[config.mk]
export PLATFORM = sky130hd
export DESIGN_NAME = json_string_unescape
export DESIGN_NICKNAME = d
export VERILOG_FILES = /design/src/jsu_pkg.sv /design/src/jsu_decode.sv /design/src/json_string_unescape.sv
export VERILOG_INCLUDE_DIRS = /design/src /design/src/src
export SDC_FILE = /design/constraint.sdc
export NUM_CORES = 1
export LEC_CHECK = 0
export BUFFER_PORTS_ARGS = -buffer_cell sky130_fd_sc_hd__buf_2
export CAP_MARGIN = 25
export CORE_ASPECT_RATIO = 0.7
export CORE_UTILIZATION = 45
export DETAILED_ROUTE_END_ITERATION = 7
export SLEW_MARGIN = 10
export SYNTH_ARGS = -nofsm -noshare
export SYNTH_HDL_FRONTEND = slang
export SYNTH_SLANG_ARGS = --single-unit
export TNS_END_PERCENT = 20
[constraint.sdc]
create_clock -name clk -period 4.83 [get_ports clk]
set_clock_uncertainty 0.05 [all_clocks]
set_input_delay 0.483 -clock clk [delete_from_list [all_inputs] [get_ports clk]]
set_output_delay 0.483 -clock clk [all_outputs]
set_load 0.01 [all_outputs]
[src/json_string_unescape_defines.svh]
// Assertion macros used by the JSON string unescaper top level.
`ifndef JSON_STRING_UNESCAPE_DEFINES_SVH
`define JSON_STRING_UNESCAPE_DEFINES_SVH

`ifndef NO_ASSERTIONS

// Check on every rising edge outside reset.
`define JSU_ASSERT(label, prop) \
  label: assert property (@(posedge clk) disable iff (rst) prop) \
    else $error("jsu assertion failed");

// Check on every rising edge, reset included.
`define JSU_ASSERT_ALWAYS(label, prop) \
  label: assert property (@(posedge clk) prop) \
    else $error("jsu assertion failed");

`else

`define JSU_ASSERT(label, prop)
`define JSU_ASSERT_ALWAYS(label, prop)

`endif

`endif

[src/jsu_pkg.sv]
// Types, character codes and helpers for the JSON string unescaper.
package jsu_pkg;

  localparam int unsigned MaxLen = 32'd65535;
  // Counters are 16 bits wide; they stop at the smaller of MaxLen and 65535.
  localparam logic [15:0] LenCap = (MaxLen < 32'd65535) ? 16'(MaxLen) : 16'hFFFF;

  typedef enum logic [1:0] {
    MODE_NORMAL,
    MODE_ESCAPE,
    MODE_HEX
  } mode_t;

  localparam logic [7:0] ChBackslash = 8'h5C;
  localparam logic [7:0] ChQuote     = 8'h22;
  localparam logic [7:0] ChSlash     = 8'h2F;
  localparam logic [7:0] ChLowerB    = 8'h62;
  localparam logic [7:0] ChLowerF    = 8'h66;
  localparam logic [7:0] ChLowerN    = 8'h6E;
  localparam logic [7:0] ChLowerR    = 8'h72;
  localparam logic [7:0] ChLowerT    = 8'h74;
  localparam logic [7:0] ChLowerU    = 8'h75;
  localparam logic [7:0] ChDigit9    = 8'h39;
  localparam logic [7:0] ChUpperF    = 8'h46;

  localparam logic [7:0] CodeBackspace = 8'h08;
  localparam logic [7:0] CodeFormFeed  = 8'h0C;
  localparam logic [7:0] CodeNewline   = 8'h0A;
  localparam logic [7:0] CodeReturn    = 8'h0D;
  localparam logic [7:0] CodeTab       = 8'h09;

  // Offsets that map a hex digit character onto its value.
  localparam logic [7:0] OffsDigit = 8'h30;
  localparam logic [7:0] OffsUpper = 8'h37;
  localparam logic [7:0] OffsLower = 8'h57;

  typedef struct packed {
    mode_t       mode;
    logic [1:0]  hex_count;
    logic [3:0]  high_nibble;
    logic [15:0] byte_position;
    logic [15:0] out_count;
    logic        error_seen;
    logic [15:0] error_position;
  } state_t;

  localparam state_t StateReset = '{
    mode:           MODE_NORMAL,
    hex_count:      2'd0,
    high_nibble:    4'd0,
    byte_position:  16'd0,
    out_count:      16'd0,
    error_seen:     1'b0,
    error_position: 16'd0
  };

  typedef struct packed {
    logic        valid;
    logic        has_byte;
    logic [7:0]  out_byte;
    logic        done;
    logic        error_flag;
    logic [15:0] error_offset;
    logic [15:0] decoded_length;
  } result_t;

  function automatic logic [15:0] sat_inc(input logic [15:0] v);
    return (v >= LenCap) ? LenCap : v + 16'd1;
  endfunction

  // No check for a valid hex digit: every byte maps onto some nibble.
  function automatic logic [3:0] nibble_of(input logic [7:0] c);
    logic [7:0] d;
    if (c <= ChDigit9) begin
      d = c - OffsDigit;
    end else if (c <= ChUpperF) begin
      d = c - OffsUpper;
    end else begin
      d = c - OffsLower;
    end
    return d[3:0];
  endfunction

endpackage

[src/jsu_decode.sv]
// Combinational escape decoder: state and one raw byte in, next state and result out.
module jsu_decode
  import jsu_pkg::*;
(
  input  state_t      cur,
  input  logic [7:0]  in_byte,
  input  logic        in_last,
  output state_t      nxt,
  output result_t     res
);

  logic       emit;
  logic [7:0] val;

  always_comb begin
    nxt  = cur;
    emit = 1'b0;
    val  = 8'd0;
    if (!cur.error_seen) begin
      case (cur.mode)
        MODE_NORMAL: begin
          if (in_byte == ChBackslash) begin
            if (in_last) begin
              nxt.error_seen     = 1'b1;
              nxt.error_position = sat_inc(cur.byte_position);
            end else begin
              nxt.mode = MODE_ESCAPE;
            end
          end else begin
            emit = 1'b1;
            val  = in_byte;
          end
        end
        MODE_ESCAPE: begin
          nxt.mode = MODE_NORMAL;
          case (in_byte)
            ChQuote, ChBackslash, ChSlash: begin
              emit = 1'b1;
              val  = in_byte;
            end
            ChLowerB: begin emit = 1'b1; val = CodeBackspace; end
            ChLowerF: begin emit = 1'b1; val = CodeFormFeed;  end
            ChLowerN: begin emit = 1'b1; val = CodeNewline;   end
            ChLowerR: begin emit = 1'b1; val = CodeReturn;    end
            ChLowerT: begin emit = 1'b1; val = CodeTab;       end
            ChLowerU: begin
              if (in_last) begin
                nxt.error_seen     = 1'b1;
                nxt.error_position = cur.byte_position;
              end else begin
                nxt.mode      = MODE_HEX;
                nxt.hex_count = 2'd0;
              end
            end
            default: begin
              nxt.error_seen     = 1'b1;
              nxt.error_position = cur.byte_position;
            end
          endcase
        end
        MODE_HEX: begin
          if (cur.hex_count == 2'd3) begin
            emit          = 1'b1;
            val           = {cur.high_nibble, nibble_of(in_byte)};
            nxt.mode      = MODE_NORMAL;
            nxt.hex_count = 2'd0;
          end else if (in_last) begin
            nxt.error_seen     = 1'b1;
            nxt.error_position = cur.byte_position;
          end else begin
            if (cur.hex_count == 2'd2) begin
              nxt.high_nibble = nibble_of(in_byte);
            end
            nxt.hex_count = cur.hex_count + 2'd1;
          end
        end
        default: begin
          nxt = cur;
        end
      endcase
    end
    if (emit) begin
      nxt.out_count = sat_inc(cur.out_count);
    end
    nxt.byte_position = sat_inc(cur.byte_position);
  end

  always_comb begin
    res.valid          = emit | in_last;
    res.has_byte       = emit;
    res.out_byte       = val;
    res.done           = in_last;
    res.error_flag     = nxt.error_seen;
    res.error_offset   = nxt.error_seen ? nxt.error_position : 16'd0;
    res.decoded_length = nxt.out_count;
  end

endmodule

[src/json_string_unescape.sv]
// Top level of the JSON string unescaper: input register, decode state and result register.
// The block takes the characters between the quotes of a JSON string, one per
// transaction, with in_last set on the final character, and hands out the
// unescaped bytes. A backslash opens an escape; quote, backslash and slash pass
// as themselves, b f n r t become control codes, and \u takes four hex digits of
// which the last two form the byte. A malformed escape, a trailing backslash or
// a \u cut short by the end of the string sets error_flag with the offset of the
// offending byte (one past it for a trailing backslash), and the rest of the
// string is dropped. A result transaction comes out for every decoded byte and
// for the last byte of every string; the one for the last byte carries done_res
// and the final decoded_length, and the block then starts afresh for the next
// string. Throughput is one byte per cycle while no waiting result is held by
// out_stall: the decode state (escape mode, hex digit count and three 16-bit
// counters) is updated by the logic between the input register and the result
// register. A byte accepted into the input register is decoded from there into
// the result register, where its result is offered. Each side holds one
// transaction, so the input register can take one more byte while a finished
// result waits for the consumer; beyond that the input stalls until the result is taken.
`include "json_string_unescape_defines.svh"

module json_string_unescape
  import jsu_pkg::*;
(
  input  logic        clk,
  input  logic        rst,
  input  logic        in_valid,
  output logic        in_stall,
  input  logic [7:0]  in_byte,
  input  logic        in_last,
  output logic        out_valid,
  input  logic        out_stall,
  output logic        has_byte,
  output logic [7:0]  out_byte,
  output logic        done_res,
  output logic        error_flag,
  output logic [15:0] error_offset,
  output logic [15:0] decoded_length
);

  // Input register: one raw byte waiting for the decoder.
  logic       in_q_valid;
  logic [7:0] in_q_byte;
  logic       in_q_last;

  // Decode state, carried from byte to byte within a string.
  state_t  state;
  state_t  state_next;
  result_t res;

  logic advance;
  logic in_take;

  // Advance the held byte when the result register is free or is being emptied.
  assign advance  = in_q_valid && (!out_valid || !out_stall);
  assign in_stall = in_q_valid && !advance;
  assign in_take  = in_valid && !in_stall;

  jsu_decode u_decode (
    .cur     (state),
    .in_byte (in_q_byte),
    .in_last (in_q_last),
    .nxt     (state_next),
    .res     (res)
  );

  // Input register: hold the byte until the decoder takes it.
  always_ff @(posedge clk) begin
    if (rst) begin
      in_q_valid <= 1'b0;
    end else if (in_take) begin
      in_q_valid <= 1'b1;
    end else if (advance) begin
      in_q_valid <= 1'b0;
    end
  end

  always_ff @(posedge clk) begin
    if (in_take) begin
      in_q_byte <= in_byte;
      in_q_last <= in_last;
    end
  end

  // Decode state: step on every decoded byte, drop back to reset after the last one.
  always_ff @(posedge clk) begin
    if (rst) begin
      state <= StateReset;
    end else if (advance) begin
      state <= in_q_last ? StateReset : state_next;
    end
  end

  // Result register: load when a byte yields a result, clear once taken.
  always_ff @(posedge clk) begin
    if (rst) begin
      out_valid <= 1'b0;
    end else if (advance && res.valid) begin
      out_valid <= 1'b1;
    end else if (!out_stall) begin
      out_valid <= 1'b0;
    end
  end

  always_ff @(posedge clk) begin
    if (advance && res.valid) begin
      has_byte       <= res.has_byte;
      out_byte       <= res.out_byte;
      done_res       <= res.done;
      error_flag     <= res.error_flag;
      error_offset   <= res.error_offset;
      decoded_length <= res.decoded_length;
    end
  end

  // A result with no decoded byte is only ever the end-of-string result.
  `JSU_ASSERT(a_result_has_cause, out_valid && !done_res |-> has_byte)
  // Fields that carry nothing read as zero.
  `JSU_ASSERT(a_byte_zero_when_empty, out_valid && !has_byte |-> out_byte == 8'd0)
  `JSU_ASSERT(a_offset_zero_without_error, out_valid && !error_flag |-> error_offset == 16'd0)
  // The last byte of a string leaves the decoder in its reset state.
  `JSU_ASSERT(a_restart_after_last, advance && in_q_last |=> state == StateReset)
  // Reset empties both registers.
  `JSU_ASSERT_ALWAYS(a_reset_empties, rst |=> !out_valid && !in_q_valid)

endmodule
== After elaboration in Yosys (flattened, before gate mapping) ==
Cells that the tools add are included.

* Register bits after elaboration: 111
* Input port bits: 13
* Output and inout port bits: 45
* Word-level logic and storage cells: 105

* Add/subtract/negate cells: 6
* $lt $le $gt $ge: 4
* Equal/unequal tests: 19
* Mux-type cells: 38
* Bitwise logic cells: 1
* Reduce and logical (&&, ||, !) cells: 20

{| class="wikitable"
|+ Operators with widths
! kind !! count
|-
| two-way mux 57 bit || 2
|-
| two-way mux 17 bit || 4
|-
| equality test 8 x 7 -> 1 bit (second input constant) || 7
|-
| case mux 17 bit (3 select lines) || 1
|-
| two-way mux 16 bit || 3
|-
| case mux 8 bit (6 select lines) || 1
|-
| case mux 17 bit (2 select lines) || 1
|-
| adder 16 x 1 -> 16 bit (second input constant) || 2
|-
| >= comparator 16 bit (second input constant) || 2
|-
| two-way mux 4 bit || 7
|-
| case mux 8 bit (3 select lines) || 1
|-
| equality test 8 x 6 -> 1 bit (second input constant) || 2
|-
| two-way mux 8 bit || 2
|-
| AND reduction 5 bit || 2
|-
| <= comparator 8 x 6 -> 1 bit (second input constant) || 1
|-
| <= comparator 8 x 7 -> 1 bit (second input constant) || 1
|-
| two-way mux 1 bit || 8
|-
| two-way mux 2 bit || 4
|-
| OR reduction 8 bit || 1
|-
| subtractor 4 x 3 -> 4 bit (second input constant) || 2
|-
| equality test 2 bit (second input constant) || 3
|-
| two-way mux 6 bit || 1
|-
| inequality test 3 x 2 -> 1 bit (second input constant) || 2
|-
| case mux 2 bit (3 select lines) || 1
|-
| other kinds (18) || 27
|}

== Logic depth before layout (Yosys ltp) ==
Gate-level depths: netlist of the first run.

* Depth in word-level cells: 10
* Gate-level depth with buffers: 10
* Gate-level depth less buffers: 9

== Cells and area by module ==
From an unflattened synthesis of the first run, not the netlist that was laid out.

* Cell total of the unflattened synthesis: 774
* Area total of the unflattened synthesis: 7,203.2 µm²

{| class="wikitable"
|+ Modules (own cells, without submodules)
! module !! instances !! cells an instance !! area an instance (µm²) !! sequential area each (µm²)
|-
| json_string_unescape || 1 || 315 || 4,372.9 || 2,742.6
|-
| jsu_decode || 1 || 459 || 2,830.2 || 0.0
|}

== Worst setup path after synthesis of the first run ==
Ideal clock, no wire load.

* Path type: flip-flop to flip-flop
* Start point: reg in_q_byte[0]
* End point: reg decoded_length[0] (enable)
* Library setup time: 0.458 ns
* Arrival: 3.933 ns
* Required time: 4.322 ns
* Slack: 0.389 ns
* Stages on the path, launching flop included: 9
* Buffers on the path: 1
* Clock period less this slack: 4.441 ns
* Cells stage by stage: edfxtp_1 inv_1 ha_1 nand2b_1 or4_4 nand3_2 o21ai_2 clkbuf_1 a21oi_1

* Longest elaborated chain between the ends: 7
* Elaborated cells between the ends (all ways): 15
* Those cells by class: eq/ne: 8; mux: 4; bitwise: 1; reduce/logical: 2

{| class="wikitable"
|+ Ends and longest elaborated chain
! element !! RTL line !! source
|-
| from (decl) || json_string_unescape.sv:42 || <nowiki>logic [7:0] in_q_byte;</nowiki>
|-
| from (signal assigned) || json_string_unescape.sv:79 || <nowiki>in_q_byte <= in_byte;</nowiki>
|-
| equality test 8 x 6 -> 1 bit, or another cell as far along || jsu_decode.sv:36 || <nowiki>case (in_byte)</nowiki>
|-
| OR reduction 8 bit (no line) || n/a ||
|-
| two-way mux 1 bit || jsu_decode.sv:36 ||
|-
| case mux 1 bit (3 select lines) * || jsu_decode.sv:20 || <nowiki>case (cur.mode)</nowiki>
|-
| two-way mux 1 bit * || jsu_decode.sv:19 || <nowiki>if (!cur.error_seen) begin</nowiki>
|-
| OR 1 bit * || jsu_decode.sv:89 || <nowiki>res.valid = emit | in_last;</nowiki>
|-
| logical AND 1 bit * || json_string_unescape.sv:105 || <nowiki>if (advance && res.valid) begin</nowiki>
|-
| to (signal assigned) || json_string_unescape.sv:111 || <nowiki>decoded_length <= res.decoded_length;</nowiki>
|-
| to (decl) || json_string_unescape.sv:37 || <nowiki>output logic [15:0] decoded_length</nowiki>
|}

Every way passes the cells marked *; elsewhere a longest branch is shown, timed or not.
A chain may end at the register's enable or synchronous reset.

==> key figures, run 1 <==
Die
  • Initial core utilization: 47.07%
  • # IOs: 58
  • Die width: 143.7 um
  • Die Ht: 101.2 um
  • Die area: 14550 um^2
  • Row cnt: 35
  • Core footprint: 13440 um^2

Yosys
  • Mapped Nets: 737
  • Cell taking the most area after synthesis: edfxtp_1
  • Adder-Cell Fraction of Synth Area: 2.768%
  • Largest family of logic cells by synthesized area: compound AO/OA/AOI/OAI gates
  • Synth Area in XOR/XNOR: 0.8304%
  • Most common library cells after synthesis: nand2_1, a21oi_1, dfxtp_1, nor2_1, edfxtp_1
  • Top cell type's share of synthesized area: 24.67%
  • FF+latch count, synth: 111
  • Top post-synthesis cells by area: edfxtp_1, dfxtp_1, a21oi_1
  • Top FF cell, synth: dfxtp_1
  • Mux cell area share after synthesis: 1.878%
  • Post-Synth Simple-Gate Area: 21.55%
  • Synth Instances: 710
  • YS warnings: 0
  • FFs w/ async S/R, synth: 0%
  • Post-Syn Area: 6329 um^2
  • Count leader, synth: nand2_1
  • Sequential share of the synthesized area: 43.34%
  • Post-synth EDFFs: 52
  • Syn_area_per_cell: 8.913 um^2
  • Netlist cell types: 79
  • Complex-gate fraction of the synthesized area: 25.31%

Global route
  • Total gr overflow: 0
  • Overall routing resource usage: 26.66%
  • Largest net degree at the start of global routing: 34
  • Vias in the first global route: 5018
  • Initial antenna violation count: 0
  • First-pass GRT wire length: 29.12 mm

STA
  • Final Hold Vio Count: 0
  • Setup tns final: 0 ps
  • RSZ-0062 raised after global routing: false
  • Relative slew margins: 34.23%
  • Max Fclk: 0.2903 GHz
  • Final setup viols: 0
  • Slew @ Worst Pin: 980.0 ps
  • Max-slew violations: 0
  • Period minus WS final: 3444 ps
  • Tcrit/Tclk final: 71.31%

Power and ir drop
  • Internal: 0.001423 W
  • Clock share of power: 39.0%
  • Switching share of power: 26.29%
  • Pwr dens: 276.1 nW/um^2
  • Max rail drop VDD: 0.0001714 V
  • Comb pwr share: 7.9%
  • Sequential power share: 53.1%
  • Psw: 0.0005075 W
  • Lkg Pwr: 2.433 nW

Placement
  • IO buf count: 57
  • HPWL Detailed: 13.70 mm
  • Gpl congestion: 0.9182
  • Cell Area, Placed: 6695 um^2

Drt
  • Total number of vias: 5792
  • Post-DRT Antenna Nets: 0
  • DR WL/cell: 20.12 um
  • Initial DRC Count: 732
  • # DRC: 0
  • Post-Route WL: 18.63 mm
  • Via density: 6.255
  • First-pass DRT Iterations: 5

Layout
  • Footprint of the multi-input gates: 3323 um^2
  • Area delta synth->final: 10.46%
  • Fill count: 1283
  • Diode count: 0
  • Final nets: 763
  • Register Area: 2743 um^2
  • Share of layout cells above drive strength 1: 13.77%
  • Fin area: 6990 um^2
  • Final core utilization: 52.00%

Clocking
  • Post-CTS Hold Buffers: 0
  • CTS tree: yes
  • Clk slew on worst S/H paths: 80 ps
  • CTS buffer count: 9
  • Post-CTS setup buffers: 0
  • Root Buffer: clkbuf_16
  • CTS Sinks: 111
  • Max H-tree Level: 3
  • Post-CTS resize count: 0
  • Worst skew pair latency: 360 ps
  • Max clock buf depth: 2

Setup path
  • Crit Path Category: register to register
  • Largest fanout on the critical path: 21
  • Data arrival, critical path: 3500 ps
  • Worst path required time: 4890 ps
  • Crit. End Element: register
  • Worst Setup Start Kind: register

Hold path
  • Worst hold path class: input pin to register

Status
  • Outcome: finished clean

Flow run
  • Max cap viols: 0
[layout by cell type (no fill, tap or decap), types with 16 or more instances in the layout]
| cell | netlist | routed |
|---|---|---|
| a21oi_1 | 61 | 60 |
| buf_2 | 6 | 57 |
| dfxtp_1 | 59 | 59 |
| edfxtp_1 | 52 | 52 |
| inv_1 | 16 | 16 |
| nand2_1 | 67 | 67 |
| nand3_1 | 38 | 38 |
| nor2_1 | 54 | 54 |
| nor3_1 | 20 | 20 |
| o21ai_0 | 47 | 47 |
[stage by stage]
stage / instances / worst slack, ps / hold WS, ps / total power [W]
after floorplan: 710 / 388.8 / 382.2 / 0.001143
after global placement: 910 / 1496 / 393.9 / 0.001197
after detailed placement: 910 / 1391 / 399.6 / 0.001198
after CTS: 926 / 1372 / 242.0 / 0.001943
after global routing: 926 / 1147 / 237.2 / 0.001995
final: 926 / 1386 / 248.7 / 0.001930
[worst paths after layout]
check               start                 end  slack [ps]  depth (start not counted)
max          in_q_byte[0]  decoded_length[12]        1390                          9
min            in_byte[0]        in_q_byte[0]         250                          1
max reg2reg  in_q_byte[0]  decoded_length[12]        1390                          9
min reg2reg      state[8]            state[8]         420                          1
[per-layer routing]
layer	wire [um]	share of wire (%)	up-vias	track usage, %
li1	-	-	2782	-
met1	9563	51	2744	42.80
met2	7366	40	258	35.51
met3	1596	8.6	8	5.721
met4	105	0.56	0	5.483
met5	0	0	-	0
[power by group through the flow]
stage / registers [W] / logic, W / clock network, W
after detailed placement: 0.00105 / 0.000152 / 0
after global routing: 0.00103 / 0.000167 / 0.000801
after global placement: 0.00105 / 0.000152 / 0
after CTS: 0.00102 / 0.000152 / 0.000766
after floorplan: 0.00105 / 0.0000962 / 0
final: 0.00102 / 0.000152 / 0.000754
[cell type report]
type                    count  area share (%)
multi-input cells         534           47.54
clock buffers               9           3.222
flip-flops and latches    111           39.23
clock inverters             7           1.002
inverters                  16          0.8591
repair buffers             64           4.833
well taps                 185           3.311
[worst max-delay path, cell delays in order, from the launching register on]
cell      delay [ps]
edfxtp_1         460
inv_1            210
ha_1             240
nand4b_1         190
o21ai_0          370
nand3_2          250
o21ai_2          440
inv_1            410
nand4_1          220
mux2_2           340
[sequential cells by signal (all words and copies together) (netlist names)]
signal,cells
state,57
decoded_length,16
error_offset,16
in_q_byte,8
out_byte,8
done_res,1
error_flag,1
has_byte,1
in_q_last,1
in_q_valid,1
out_valid,1
[logic make-up (layout without fill, tap and decap cells)]
group	after synthesis	count (layout)
flops	111	111
simple gates	265	265
compound gates	238	238
fa+ha+maj	14	14
mux	11	11
xor+xnor	6	6
buf+inv	65	96
No activity file was read; power rests on OpenSTA's default activity.
==> inputs of run 2 (changes only) <==
- ABC_AREA: unset -> 1
- PLACE_DENSITY: unset -> 0.65
- clock period: 4.83 -> 2.9 ns (I/O delays scaled with it)
==> run 2 against run 1 <==
Compared with the run above: synthesized cell count up 30%; non-clock buffer count up 8; clock-buffer cell count up 1; global-route usage shrank 3.3 points; highest routed layer unchanged; final cell count grew 25%; utilization is 0.15 points higher; combinational power grew 140%.
==> key figures, run 2 <==
STA
  • Period minus WS final: 2668 ps (-776.4 ps)
  • Final setup viols: 0 (unchanged)
  • Max Fclk: 0.3748 GHz (+29%)
  • Max-slew violations: 0 (unchanged)
  • Slew @ Worst Pin: 732.5 ps (-247.5 ps)
  • RSZ-0062 raised after global routing: false
  • Tcrit/Tclk final: 91.99% (+21 points)
  • Final Hold Vio Count: 0 (unchanged)
  • Relative slew margins: 51.16% (+17 points)
  • Setup tns final: 0 ps (unchanged)

Yosys
  • Most common library cells after synthesis: nand2_1, inv_1, nor2_1, nand3_1, a21oi_1
  • Netlist cell types: 38 (-52%)
  • Cell taking the most area after synthesis: edfxtp_1
  • FFs w/ async S/R, synth: 0% (unchanged)
  • YS warnings: 0 (unchanged)
  • Mapped Nets: 953 (+29%)
  • Synth Instances: 926 (+30%)
  • FF+latch count, synth: 111 (unchanged)
  • Top post-synthesis cells by area: edfxtp_1, dfxtp_1, nand2_1
  • Syn_area_per_cell: 7.200 um^2 (-19%)
  • Post-synth EDFFs: 52 (unchanged)
  • Top FF cell, synth: dfxtp_1
  • Post-Syn Area: 6668 um^2 (+5.4%)
  • Count leader, synth: nand2_1
  • Sequential share of the synthesized area: 41.13% (-2.2 points)
  • Top cell type's share of synthesized area: 23.42% (-1.3 points)

Clocking
  • Max H-tree Level: 3 (unchanged)
  • Worst skew pair latency: 360 ps (about the same)
  • Root Buffer: clkbuf_16
  • Clk slew on worst S/H paths: 80 ps (about the same)
  • CTS buffer count: 9 (unchanged)
  • CTS tree: yes
  • Post-CTS resize count: 0 (unchanged)
  • Post-CTS setup buffers: 0 (unchanged)
  • CTS Sinks: 111 (unchanged)
  • Post-CTS Hold Buffers: 0 (unchanged)
  • Max clock buf depth: 2 (unchanged)

Status
  • Outcome: finished clean

Drt
  • Total number of vias: 6061 (+4.6%)
  • Initial DRC Count: 472 (-36%)
  • Post-DRT Antenna Nets: 0 (unchanged)
  • First-pass DRT Iterations: 4 (-1)
  • DR WL/cell: 14.75 um (-27%)
  • Via density: 5.220 (-17%)
  • # DRC: 0 (unchanged)
  • Post-Route WL: 17.12 mm (-8.1%)

Layout
  • Final core utilization: 52.14% (+0.15 points)
  • Max reg flops: 57 (unchanged)
  • Most frequent cells in the layout: nand2_1, inv_1, nor2_1, nand3_1, a21oi_1
  • Diode count: 0 (unchanged)
  • Final nets: 993 (+30%)
  • Share of layout cells above drive strength 1: 16.58% (+2.8 points)
  • Most common cell after layout, fill and taps aside: nand2_1
  • Area delta synth->final: 10.96%
  • Largest Register: state
  • Fill count: 1420 (+11%)
  • Largest registers: state (57), decoded_length (16), error_offset (16)

Flow run
  • Max cap viols: 0 (unchanged)

Setup path
  • Path depth of the worst reg2reg path: 13 (+4)
  • Critical path buffers and inverters: 4 (+2)
  • Worst path required time: 2850 ps (-2040 ps)
  • CP top delay family: buffers and inverters
  • Largest stage delay on the critical path: 440 ps (-20 ps)
  • Slowest-stage cell, CP: edfxtp_1
  • Crit Path Category: register to register
  • Reg-to-reg slack, setup: 230 ps (-1150 ps)
  • WP depth: 13 (+4)
  • Critical path cell sequence: inv_1, ha_1, nand3_1, nor2_1, nand2_1, nand2_2, o21ai_2, nand2_2, nand2_4, inv_1, o21ai_2, clkinvlp_4, buf_4
  • Reg-to-reg startpoint: in_q_byte[0]
  • Largest fanout on the critical path: 34 (+62%)
  • Crit. End Element: register
  • Worst Setup Start Kind: register
  • Crit path launch: in_q_byte[0]
  • Data arrival, critical path: 2620 ps (-880 ps)
  • Reg2reg end: error_offset[5]

Global route
  • Grt met1 use: 37.74% (-5.1 points)
  • Initial antenna violation count: 0 (unchanged)
  • Met2 Use GR: 31.10% (-4.4 points)
  • Overall routing resource usage: 23.39% (-3.3 points)
  • Total gr overflow: 0 (unchanged)
  • Met3 GRT Util: 5.198% (-0.52 points)
  • Busiest grt layer: met1
  • Vias in the first global route: 5475 (+9.1%)
  • Largest net degree at the start of global routing: 50 (+47%)
  • First-pass GRT wire length: 28.50 mm (-2.2%)

Hold path
  • Worst hold path class: input pin to register
  • Hold Path End: in_q_last
  • Hold Crit Depth: 1 (unchanged)
  • Hold Startpoint: in_last

Placement
  • IO buf count: 57 (unchanged)
  • HPWL Detailed: 12.09 mm (-12%)
  • Gpl congestion: 0.9105 (-0.84%)

Die
  • # IOs: 58 (unchanged)
  • Initial core utilization: 46.99% (-0.080 points)
  • Row cnt: 36 (+2.9%)
  • Die Ht: 103.8 um (+2.6%)
  • Die width: 147.5 um (+2.6%)
  • Core footprint: 14190 um^2 (+5.5%)
  • Die area: 15320 um^2 (+5.3%)

Power and ir drop
  • Pwr dens: 454.1 nW/um^2 (+64%)
  • Lkg Pwr: 2.969 nW (+22%)
  • Max rail drop VDD: 0.0002691 V (+57%)
-- run 2: worst register-to-register path, stage by stage (launching register included) --
cell,delay [ps]
edfxtp_1,440
inv_1,220
ha_1,230
nand3_1,80
nor2_1,170
nand2_1,90
nand2_2,130
o21ai_2,90
nand2_2,80
nand2_4,40
inv_1,90
o21ai_2,80
clkinvlp_4,100
buf_4,410
-- run 2: worst max-delay path by stage --
stage,end,slack (ps)
after global placement,error_offset[5],360
after CTS,error_offset[3],300
after floorplan,decoded_length[0],50
after detailed placement,error_offset[3],290
after global routing,error_offset[5],80
final,error_offset[5],230
-- run 2: final cells by class --
cell class	instances	area [um^2]	share of cell area, %
Sequential cell	111	2743	37.07
Clock buffer	10	239.0	3.230
Multi-Input combinational cell	678	3347	45.24
Clock inverter	6	65.06	0.8794
Timing Repair Buffer	72	410.4	5.547
Tap cell	190	237.7	3.213
Inverter	94	356.6	4.820
-- run 2: cells by family (layout without fill, tap and decap cells) --
family          Yosys count  after routing  synth area share (%)
compound gates          145            145                 12.91
flops                   111            111                 41.13
buf+inv                 137            182                 8.839
simple gates            504            504                 32.52
xor+xnor                 15             15                 1.970
fa+ha+maj                14             14                 2.627
-- run 2: report_power, final --
part / switching [W] / internal (W) / total (W)
combinational: 0.000265 / 0.000102 / 0.000367
clock: 0.000633 / 0.000637 / 0.00127
sequential: 0.0000281 / 0.00169 / 0.00172
-- run 2: stage by stage --
stage	hold slack (ps)	setup WS [ps]	instances	instance area (um^2)	total power [W]
6_report	50.93	232.2	1161	7398	0.003360
5_1_grt	34.17	80.65	1161	7398	0.003480
4_1_cts	41.75	296.4	1161	7398	0.003380
3_5_place_dp	410.0	295.0	1145	7094	0.002121
3_3_place_gp	408.3	362.2	1145	7094	0.002124
2_1_floorplan	338.9	54.83	926	6675	0.002008
-- run 2: layer usage --
layer | part of all wire, % | up-vias
met1 | 53 | 2745
li1 | - | 3058
met2 | 38 | 247
met5 | 0 | -
met3 | 8.5 | 11
met4 | 0.76 | 0
